--- src/rtl/bfa_pkg.sv ---
`default_nettype none

package bfa_pkg;

  localparam logic ACT_LOAD  = 1'b0;
  localparam logic ACT_ALLOC = 1'b1;

  localparam int unsigned CountW = 5;
  localparam int unsigned IndexW = 4;
  localparam int unsigned SizeW  = 16;

  localparam logic [CountW-1:0] BlockCountReset = CountW'(16);

  typedef enum logic [2:0] {
    S_IDLE  = 3'b001,
    S_SCAN  = 3'b010,
    S_WRITE = 3'b100
  } bfa_state_e;

  typedef struct packed {
    logic              granted;
    logic [IndexW-1:0] chosen_block;
    logic [SizeW-1:0]  space_left;
  } bfa_result_t;

endpackage

`default_nettype wire

--- src/rtl/bfa_ram.sv ---
`default_nettype none

module bfa_ram #(
  parameter int unsigned Width = 16,
  parameter int unsigned Depth = 16
) (
  input  wire logic                     clk_i,
  input  wire logic                     we_i,
  input  wire logic [$clog2(Depth)-1:0] waddr_i,
  input  wire logic [Width-1:0]         wdata_i,
  input  wire logic [$clog2(Depth)-1:0] raddr_i,
  output      logic [Width-1:0]         rdata_o
);

  logic [Width-1:0] mem_q [Depth];
  logic [Width-1:0] rdata_q;

  always_ff @(posedge clk_i) begin
    if (we_i) begin
      mem_q[waddr_i] <= wdata_i;
    end
    rdata_q <= mem_q[raddr_i];
  end

  assign rdata_o = rdata_q;

endmodule

`default_nettype wire

--- src/rtl/bfa_scan.sv ---
`default_nettype none

module bfa_scan import bfa_pkg::*; #(
  parameter int unsigned NumBlocks = 16,
  parameter int unsigned SizeBits  = 16
) (
  input  wire logic                         clk_i,
  input  wire logic                         rst_ni,
  input  wire logic                         start_i,
  output      logic                         busy_o,
  input  wire logic                         action_i,
  input  wire logic [IndexW-1:0]            load_index_i,
  input  wire logic [SizeW-1:0]             size_value_i,
  input  wire logic [CountW-1:0]            block_count_i,
  output      logic                         done_o,
  output      bfa_result_t                  result_o,
  output      logic                         ram_we_o,
  output      logic [$clog2(NumBlocks)-1:0] ram_waddr_o,
  output      logic [SizeBits-1:0]          ram_wdata_o,
  output      logic [$clog2(NumBlocks)-1:0] ram_raddr_o,
  input  wire logic [SizeBits-1:0]          ram_rdata_i
);

  localparam int unsigned IdxW = $clog2(NumBlocks);
  localparam int unsigned CntW = $clog2(NumBlocks + 1);
  localparam int unsigned CmpW = (CntW > CountW) ? CntW : CountW;
  localparam logic [CmpW-1:0] NumBlocksC = CmpW'(NumBlocks);

  bfa_state_e state_q, state_d;
  logic [CntW-1:0]     issue_q, issue_d;
  logic                pend_q, pend_d;
  logic                pend_vld_q, pend_vld_d;
  logic [IdxW-1:0]     pend_idx_q, pend_idx_d;
  logic [SizeBits-1:0] req_q, req_d;
  logic                found_q, found_d;
  logic [SizeBits-1:0] best_v_q, best_v_d;
  logic [IdxW-1:0]     best_idx_q, best_idx_d;
  logic                done_q, done_d;
  bfa_result_t         result_q, result_d;
  logic [NumBlocks-1:0] valid_q;

  logic [CmpW-1:0]     count_ext;
  logic [CmpW-1:0]     limit;
  logic [SizeBits-1:0] entry_v;
  logic [SizeBits-1:0] new_v;
  logic                load_in_range;

  assign count_ext     = CmpW'(block_count_i);
  assign limit         = (count_ext > NumBlocksC) ? NumBlocksC : count_ext;
  assign entry_v       = pend_vld_q ? ram_rdata_i : '0;
  assign new_v         = best_v_q - req_q;
  assign load_in_range = (32'(load_index_i) < NumBlocks);
  assign ram_raddr_o   = issue_q[IdxW-1:0];

  always_comb begin
    state_d     = state_q;
    issue_d     = issue_q;
    pend_d      = pend_q;
    pend_vld_d  = pend_vld_q;
    pend_idx_d  = pend_idx_q;
    req_d       = req_q;
    found_d     = found_q;
    best_v_d    = best_v_q;
    best_idx_d  = best_idx_q;
    done_d      = 1'b0;
    result_d    = result_q;
    ram_we_o    = 1'b0;
    ram_waddr_o = best_idx_q;
    ram_wdata_o = new_v;

    case (state_q)
      S_IDLE: begin
        if (start_i) begin
          if (action_i == ACT_LOAD) begin
            ram_we_o    = load_in_range;
            ram_waddr_o = IdxW'(load_index_i);
            ram_wdata_o = SizeBits'(size_value_i);
          end else begin
            req_d   = SizeBits'(size_value_i);
            issue_d = '0;
            pend_d  = 1'b0;
            found_d = 1'b0;
            state_d = S_SCAN;
          end
        end
      end
      S_SCAN: begin
        if (pend_q && (entry_v >= req_q) && (!found_q || (best_v_q > entry_v))) begin
          found_d    = 1'b1;
          best_v_d   = entry_v;
          best_idx_d = pend_idx_q;
        end
        if (CmpW'(issue_q) < limit) begin
          pend_d     = 1'b1;
          pend_idx_d = issue_q[IdxW-1:0];
          pend_vld_d = valid_q[issue_q[IdxW-1:0]];
          issue_d    = issue_q + CntW'(1);
        end else begin
          pend_d = 1'b0;
          if (!pend_q) begin
            state_d = S_WRITE;
          end
        end
      end
      S_WRITE: begin
        ram_we_o              = found_q;
        done_d                = 1'b1;
        result_d.granted      = found_q;
        result_d.chosen_block = found_q ? IndexW'(best_idx_q) : '0;
        result_d.space_left   = found_q ? SizeW'(new_v) : '0;
        state_d               = S_IDLE;
      end
      default: begin
        state_d = S_IDLE;
      end
    endcase
  end

  always_ff @(posedge clk_i or negedge rst_ni) begin
    if (!rst_ni) begin
      state_q <= S_IDLE;
      issue_q <= '0;
      pend_q  <= 1'b0;
      found_q <= 1'b0;
      done_q  <= 1'b0;
      valid_q <= '0;
    end else begin
      state_q <= state_d;
      issue_q <= issue_d;
      pend_q  <= pend_d;
      found_q <= found_d;
      done_q  <= done_d;
      if (ram_we_o) begin
        valid_q[ram_waddr_o] <= 1'b1;
      end
    end
  end

  always_ff @(posedge clk_i) begin
    pend_vld_q <= pend_vld_d;
    pend_idx_q <= pend_idx_d;
    req_q      <= req_d;
    best_v_q   <= best_v_d;
    best_idx_q <= best_idx_d;
    result_q   <= result_d;
  end

  assign busy_o   = (state_q != S_IDLE);
  assign done_o   = done_q;
  assign result_o = result_q;

endmodule

`default_nettype wire

--- src/rtl/best_fit_block_allocator_top.sv ---
// Load word: written from idle; start is taken again on the next cycle.
// Allocate word: the free-size RAM is read one entry per cycle over the first
// min(block_count, NUM_BLOCKS) entries, then S_WRITE writes the best fit back
// if one was found. One word in flight at a time; done_o pulses one cycle
// and cannot be stalled. Reset clears the control state and the per-entry
// valid bits, so the table reads as all zero at once; block_count resets to 16.
`default_nettype none

module best_fit_block_allocator_top import bfa_pkg::*; #(
  parameter int unsigned NUM_BLOCKS = 16,
  parameter int unsigned SIZE_BITS  = 16
) (
  input  wire logic              clk_i,
  input  wire logic              rst_ni,
  input  wire logic              start,
  output      logic              busy,
  input  wire logic              action_i,
  input  wire logic [IndexW-1:0] load_index_i,
  input  wire logic [SizeW-1:0]  size_value_i,
  output      logic              done_o,
  output      logic              granted_o,
  output      logic [IndexW-1:0] chosen_block_o,
  output      logic [SizeW-1:0]  space_left_o,
  input  wire logic              cfg_valid_i,
  output      logic              cfg_ready_o,
  input  wire logic [CountW-1:0] cfg_data_i
);

  localparam int unsigned IdxW = $clog2(NUM_BLOCKS);

  logic [CountW-1:0]    block_count_q;
  bfa_result_t          result;
  logic                 ram_we;
  logic [IdxW-1:0]      ram_waddr;
  logic [SIZE_BITS-1:0] ram_wdata;
  logic [IdxW-1:0]      ram_raddr;
  logic [SIZE_BITS-1:0] ram_rdata;

  assign cfg_ready_o = 1'b1;

  always_ff @(posedge clk_i or negedge rst_ni) begin
    if (!rst_ni) begin
      block_count_q <= BlockCountReset;
    end else if (cfg_valid_i && cfg_ready_o) begin
      block_count_q <= cfg_data_i;
    end
  end

  bfa_scan #(
    .NumBlocks (NUM_BLOCKS),
    .SizeBits  (SIZE_BITS)
  ) u_scan (
    .clk_i         (clk_i),
    .rst_ni        (rst_ni),
    .start_i       (start),
    .busy_o        (busy),
    .action_i      (action_i),
    .load_index_i  (load_index_i),
    .size_value_i  (size_value_i),
    .block_count_i (block_count_q),
    .done_o        (done_o),
    .result_o      (result),
    .ram_we_o      (ram_we),
    .ram_waddr_o   (ram_waddr),
    .ram_wdata_o   (ram_wdata),
    .ram_raddr_o   (ram_raddr),
    .ram_rdata_i   (ram_rdata)
  );

  bfa_ram #(
    .Width (SIZE_BITS),
    .Depth (NUM_BLOCKS)
  ) u_ram (
    .clk_i   (clk_i),
    .we_i    (ram_we),
    .waddr_i (ram_waddr),
    .wdata_i (ram_wdata),
    .raddr_i (ram_raddr),
    .rdata_o (ram_rdata)
  );

  assign granted_o      = result.granted;
  assign chosen_block_o = result.chosen_block;
  assign space_left_o   = result.space_left;

endmodule

`default_nettype wire
--- config.mk ---
export PLATFORM = sky130hd
export DESIGN_NAME = best_fit_block_allocator_top
export DESIGN_NICKNAME = d
export VERILOG_FILES = /design/src/rtl/bfa_pkg.sv /design/src/rtl/bfa_ram.sv /design/src/rtl/bfa_scan.sv /design/src/rtl/best_fit_block_allocator_top.sv
export SDC_FILE = /design/constraint.sdc
export NUM_CORES = 1
export LEC_CHECK = 0
export ABC_CLOCK_PERIOD_IN_PS = 11360
export BUFFER_PORTS_ARGS = -buffer_cell sky130_fd_sc_hd__buf_2
export CORE_MARGIN = 2
export CORE_UTILIZATION = 60
export DETAILED_ROUTE_END_ITERATION = 10
export GPL_ROUTABILITY_DRIVEN = 0
export PLACE_DENSITY = 0.89
export SYNTH_ARGS = -nofsm -noshare
export SYNTH_HDL_FRONTEND = slang
export SYNTH_SLANG_ARGS = --single-unit
--- constraint.sdc ---
create_clock -name clk_i -period 11.36 [get_ports clk_i]
set_input_delay 1.136 -clock clk_i [delete_from_list [all_inputs] [get_ports clk_i]]
set_output_delay 1.136 -clock clk_i [all_outputs]
set_load 0.01 [all_outputs]
==> metrics.yaml, run 1 <==
synthesis:
  synth_seq_area_share_pct: 69.5
  ys_warn_count: 0
  synth_area_um2: 15400
  synth_top_cell_by_area: "edfxtp_1"
  synth_area_per_cell_um2: 17.3
  yosysUniqueCellTypes: 51
  yosys-top-cells-area: "edfxtp_1 62%, mux4_2 12%, dfrtp_1 4.9%"
  netlist_instances: 886
  synth_seq_cells: 366
  synth-edff-count: 318
  syn_nets: 969
  synthFlopType: "edfxtp_1"
  synthArstFlopShare_pct: 8.74
  synth_top_area_share_pct: 62.2
clock_network:
  clk_pin_slew_ps: 60
  cts_resized: 0
  htreeDepth: 2
  cts_root_buffer: "clkbuf_16"
  clockBufferDepth: 3
  insertion_delay_ps: 510
  cts_tree: "done"
  hold_buffers: 0
  postCtsSetupBuffers: 0
  cts-buffers-inserted: 36
  clock_sinks: 366
cells_and_area:
  post-route-util_pct: 67.9
  nFillCells: 1540
  area.growth.synth_to_final_pct: 11.2
  fin_nets: 1039
  drive_gt1_share_pct: 24.5
  n_antenna_cell: 0
sta:
  rsz0062_at_grt: "no"
  final_max_slew_viol_count: 0
  fmax_ghz: 0.303
  fin_crit_ps: 3300
  setup_viol: 0
  fin_crit_sh_pct: 29.0
  final.setup.tns_ps: 0
  worst_pin_slew_ps: 1210
  slew_headroom_pct: 19.2
  hold_violations: 0
  fin_skew_ps: 17.0
run:
  cap_violations: 0
route:
  routedWlPerCell_um: 25.3
  vias: 8324
  top_layer: "met4"
  first_pass_iters: 7
  routed_wirelength_um: 33100
  dr.first_iter.drc_count: 1153
  drt-met1-wl_um: 13000
  ant_nets: 0
  met3_wirelength_um: 2430
  remaining_drc_errors: 0
  wl_met2_um: 16500
  routed_via_density: 6.35
floorplanning:
  num_rows: 58
  core_area_um2: 25200
  num_io_pins: 54
  die_area_um2: 26900
  start_util_pct: 61.0
  die_height_um: 164
  die_w_um: 164
worst_setup_path:
  cpPeakStageDelay_ps: 910
  arrival_ps: 3410
  crit_slowest_cell: "nor2_2"
  cpLargestDelayFamily: "simple AND/OR/NAND/NOR gates"
  end_kind: "register"
  critPathBufInv: 1
  r2r_setup_slack_ps: 8060
  startpoint_type: "register"
  worstSetupPathType: "register to register"
  cp_cell_sequence: "nor3b_1 -> nand2_1 -> buf_4 -> nor3b_1 -> o21ai_0 -> nor2_2"
  required_ps: 11470
  critPathMostFrequentCell: "nor3b_1"
  worstPathMaxFanout: 29
place:
  portBuffers: 52
  dp_hpwl_um: 21500
global_routing:
  grt_usage_pct: 25.7
  antenna_found_initial: 0
  grt_overflow: 0
  grt_pass1_vias: 8484
  grt_max_degree: 73
  grt_pass1_wl_um: 50600
power_and_ir_drop:
  ir_drop_mv: 0.149
  leakage_nw: 5.95
  power_density_nw_per_um2: 180
worst_hold_path:
  hp-class: "register to register"
run_status:
  status: "finished, final reports clean"
-- report_power, final --
group / internal (mW) / total [mW] / switching [mW] / leakage [nW]
Sequential: 1.54 / 1.58 / 0.0346 / 3.36
Combinational: 0.188 / 0.415 / 0.227 / 2.07
Clock: 0.619 / 1.09 / 0.473 / 0.520
-- metrics by stage --
step	power (mW)	instance area [um^2]	hold slack, ps	setup WS, ps	cells
after detailed placement	2.01	16000	405	7640	1247
after global routing	3.18	17100	451	7790	1311
after CTS	3.09	17100	422	8050	1310
after global placement	1.99	16000	401	7820	1247
after floorplan	1.89	15400	400	7670	886
final	3.08	17100	422	8060	1311
-- layout by cell type, fill, tap and decap left out, types with 2 or more instances in the layout --
master and n:
a211oi_1 6, a21o_1 8, a21oi_1 24, a31oi_1 7, and2_1 19, and3_1 2, buf_2 52, buf_4 13
clkbuf_1 10, clkbuf_16 37, clkinv_1 9, clkinv_2 5, dfrtp_1 28, dfstp_2 2, dfxtp_1 16, edfxtp_1 318
ha_1 52, inv_1 46, mux2_2 10, mux2i_1 7, mux4_2 85, nand2_1 61, nand2b_1 3, nand3_1 17
nand3b_1 3, nand4_1 11, nor2_1 19, nor2_2 12, nor2b_1 5, nor3_1 6, nor3b_1 8, o211ai_1 4
o21a_1 2, o21ai_0 18, o21bai_1 5, o41ai_1 2, or2_2 14, xnor2_1 9, xor2_1 4
-- worst paths after layout --
| path | startpoint | end | cells after the start |
|---|---|---|---|
| max in group asynchronous | rst_ni | u_scan.issue_q[0]$_DFFE_PN0P_ | 1 |
| min in group asynchronous | rst_ni | u_scan.issue_q[4]$_DFFE_PN0P_ | 1 |
| worst max register to register | u_scan.state_q[0]$_DFFE_PN1P_ | u_ram.mem_q[13][3]$_DFFE_PP_ | 6 |
| worst max-delay path | u_scan.state_q[0]$_DFFE_PN1P_ | u_ram.mem_q[13][3]$_DFFE_PP_ | 6 |
| worst min register to register | u_scan.pend_idx_q[1]$_DFFE_PP_ | u_scan.best_idx_q[1]$_DFFE_PP_ | 0 |
| worst min-delay path | u_scan.pend_idx_q[1]$_DFFE_PP_ | u_scan.best_idx_q[1]$_DFFE_PP_ | 0 |
-- cells in the mapped netlist, drive strengths merged, types with 10 or more instances --
library cell  instances
edfxtp              318
mux4                 85
nand2                61
ha                   52
inv                  46
nor2                 31
dfrtp                30
a21oi                24
and2                 20
clkbuf               20
o21ai                18
nand3                17
dfxtp                16
or2                  14
buf                  13
nand4                11
mux2                 10
-- sequential cells by signal, summed over array words and instances, names as in the netlist --
| signal | cells |
|---|---|
| u_scan.best_idx_q | 4 |
| u_scan.req_q | 16 |
| u_scan.state_q | 3 |
| block_count_q | 5 |
| u_scan.valid_q | 16 |
| u_scan.found_q | 1 |
| u_scan.done_o | 1 |
| u_ram.rdata_o | 16 |
| u_scan.result_o | 21 |
| u_scan.best_v_q | 16 |
| u_scan.pend_vld_q | 1 |
| u_scan.pend_q | 1 |
| u_ram.mem_q | 256 |
| u_scan.issue_q | 5 |
| u_scan.pend_idx_q | 4 |
-- per-layer routing --
layer / up-vias / global-route usage, %
met4: 0 / 8.33
met5: - / 0
met2: 440 / 42.9
met1: 4211 / 35.4
met3: 82 / 3.94
li1: 3591 / -
-- kinds of logic (layout without fill, tap and decap cells) --
logic type               count (synthesis)  after routing  synth area share, %
AO/OA/AOI/OAI                           86             86                 3.58
XOR/XNOR                                13             13                0.741
adder cells (fa/ha/maj)                 53             53                 4.37
buffers and inverters                   79            174                 2.13
flip-flops                             366            366                 69.5
multiplexers                           102            102                 13.7
other                                    1              1               0.0244
AND/OR/NAND/NOR                        186            186                 6.03
-- final cells by class --
class / instances / area [um^2] / area share (%)
clock buffer: 47 / 963 / 5.64
clock inverter: 16 / 97.6 / 0.571
inverter: 46 / 173 / 1.01
multi-input combinational: 441 / 4410 / 25.8
sequential: 366 / 10700 / 62.5
tap: 330 / 413 / 2.42
timing repair buffer: 65 / 358 / 2.09
No activity file was read; power rests on OpenSTA's default activity.
==> run 2: changes to the inputs <==
Settings changed: ABC_CLOCK_PERIOD_IN_PS 11360 to 3200.
Clock period 11.36 ns to 3.2 ns, I/O delays scaled along.
==> run 2 against run 1 <==
Utilization is 2.3 points higher. Clock skew rose by 1.4 ps. Register-to-register slack worse by 7900 ps. Routed wire length is 6.0% higher. Non-clock buffer count rose by 39. Cell count up 3.5%. Critical path type unchanged. Largest cell class unchanged. Highest routed layer unchanged.
==> metrics.yaml, run 2 (same netlist as run 1, synthesis figures left out) <==
global_routing:
  grt_usage_pct: 27.3
  grt_overflow: 0
  grt_pass1_wl_um: 53400
  grt_max_degree: 74
  grt_pass1_vias: 8915
  antenna_found_initial: 0
cells_and_area:
  n_antenna_cell: 0
  area.growth.synth_to_final_pct: 14.9
  mostFrequentLayoutCells: "318 x edfxtp_1, 85 x mux4_2, 61 x nand2_1, 52 x ha_1, 52 x buf_2"
  final_common_cell: "edfxtp_1"
  drive_gt1_share_pct: 27.6
  fin_nets: 1080
  largest_reg_flops: 256
  final_cell_area_um2: 17700
  top_register: "u_ram.mem_q"
clock_network:
  insertion_delay_ps: 530
  cts-buffers-inserted: 38
  cts_root_buffer: "clkbuf_16"
  htreeDepth: 2
  clock_sinks: 366
  clockBufferDepth: 3
  cts_tree: "done"
  clk_pin_slew_ps: 60
sta:
  rsz0062_at_grt: "no"
  final_max_slew_viol_count: 0
  setup_viol: 0
  fin_skew_ps: 18.4
  fin_crit_sh_pct: 95.2
  final.setup.tns_ps: 0
  hold_violations: 0
  fmax_ghz: 0.328
  fin_crit_ps: 3050
  slew_headroom_pct: 15.8
  worst_pin_slew_ps: 1260
place:
  portBuffers: 52
  placement.cell_area_um2: 16200
  dp_hpwl_um: 21800
floorplanning:
  die_area_um2: 26900
  num_rows: 58
  core_area_um2: 25200
  num_io_pins: 54
  die_height_um: 164
  die_w_um: 164
  start_util_pct: 61.0
power_and_ir_drop:
  p_comb_share_pct: 12.8
  switching_power_mw: 2.74
  power_density_nw_per_um2: 653
  leakage_nw: 6.25
  p_seq_share_pct: 48.3
  ir_drop_mv: 0.635
  p_int_mw: 8.80
  netSwitchingFraction_pct: 23.7
  clkPwrFrac_pct: 38.9
worst_setup_path:
  startpoint_type: "register"
  cpLargestDelayFamily: "simple AND/OR/NAND/NOR gates"
  end_kind: "register"
  critPathMostFrequentCell: "nor3b_1"
  crit_slowest_cell: "nor2_2"
  worstPathMaxFanout: 17
  worstSetupPathType: "register to register"
  critPathBufInv: 1
  cp_cell_sequence: "nor3b_1 -> buf_4 -> nand2_1 -> nor3b_1 -> o21ai_0 -> nor2_2"
  arrival_ps: 3190
  cpPeakStageDelay_ps: 950
  required_ps: 3340
route:
  routed_wirelength_um: 35100
  ant_nets: 0
  first_pass_iters: 6
  vias: 8666
  routed_via_density: 6.39
  dr.first_iter.drc_count: 1057
  remaining_drc_errors: 0
  routedWlPerCell_um: 25.9
run:
  cap_violations: 0
run_status:
  status: "finished, final reports clean"
worst_hold_path:
  hp-class: "primary input to register"
==> run 2: worst paths after layout <==
| path | from | to | slack (ps) | depth (start not counted) |
|---|---|---|---|---|
| setup / recovery | u_scan.state_q[0]$_DFFE_PN1P_ | u_ram.mem_q[1][10]$_DFFE_PP_ | 150 | 6 |
| hold / removal | size_value_i[9] | u_scan.req_q[9]$_DFFE_PP_ | 8 | 1 |
| setup reg to reg | u_scan.state_q[0]$_DFFE_PN1P_ | u_ram.mem_q[1][10]$_DFFE_PP_ | 150 | 6 |
| hold reg to reg | u_scan.pend_idx_q[1]$_DFFE_PP_ | u_scan.best_idx_q[1]$_DFFE_PP_ | 420 | 0 |
| max in group asynchronous | rst_ni | u_scan.issue_q[0]$_DFFE_PN0P_ | 2280 | 2 |
| min in group asynchronous | rst_ni | u_scan.issue_q[2]$_DFFE_PN0P_ | 400 | 2 |
==> run 2: per-layer routing <==
metal | share of wire (%) | global-route usage, %
met1 | 37 | 36.4
met3 | 8.3 | 4.37
met2 | 50 | 45.1
met4 | 4.1 | 12.3
met5 | 0 | 0
==> run 2: timing repair <==
| action | CTS | global route |
|---|---|---|
| buffers inserted | 0 | 2 |
| endpoints found under the setup margin | 0 | 70 |
| gates resized for setup | 0 | 2 |
| hold buffers | 11 | 0 |
| hold endpoints to repair | 40 | 0 |
==> run 2: layout make-up <==
cell class	count	area (um^2)
Sequential cell	366	10700
Tap cell	330	413
Multi-Input combinational cell	441	4410
Clock buffer	46	1020
Clock inverter	24	258
Timing Repair Buffer	104	703
Fill cell	1428	7520
Inverter	46	173
==> run 2: through the flow <==
stage / setup slack (ps) / hold WS [ps] / utilization [%] / instances / total power [mW]
4_1_cts: 145 / 1.05 / 70.0 / 1355 / 11.6
5_1_grt: 0.157 / 0.759 / 70.1 / 1357 / 11.9
6_report: 153 / 7.51 / 70.1 / 1357 / 11.5
3_3_place_gp: 236 / 401 / 64.4 / 1274 / 7.03
2_1_floorplan: 213 / 24.4 / - / 886 / 6.70
3_5_place_dp: 163 / 403 / 64.4 / 1274 / 7.10
==> run 2: power by group through the flow <==
stage | sequential (mW) | combinational [mW] | clock, mW
after CTS | 5.56 | 1.47 | 4.52
final | 5.57 | 1.48 | 4.49
after detailed placement | 5.66 | 1.44 | 0
after global routing | 5.58 | 1.61 | 4.70
after floorplan | 5.61 | 1.09 | 0
after global placement | 5.65 | 1.38 | 0
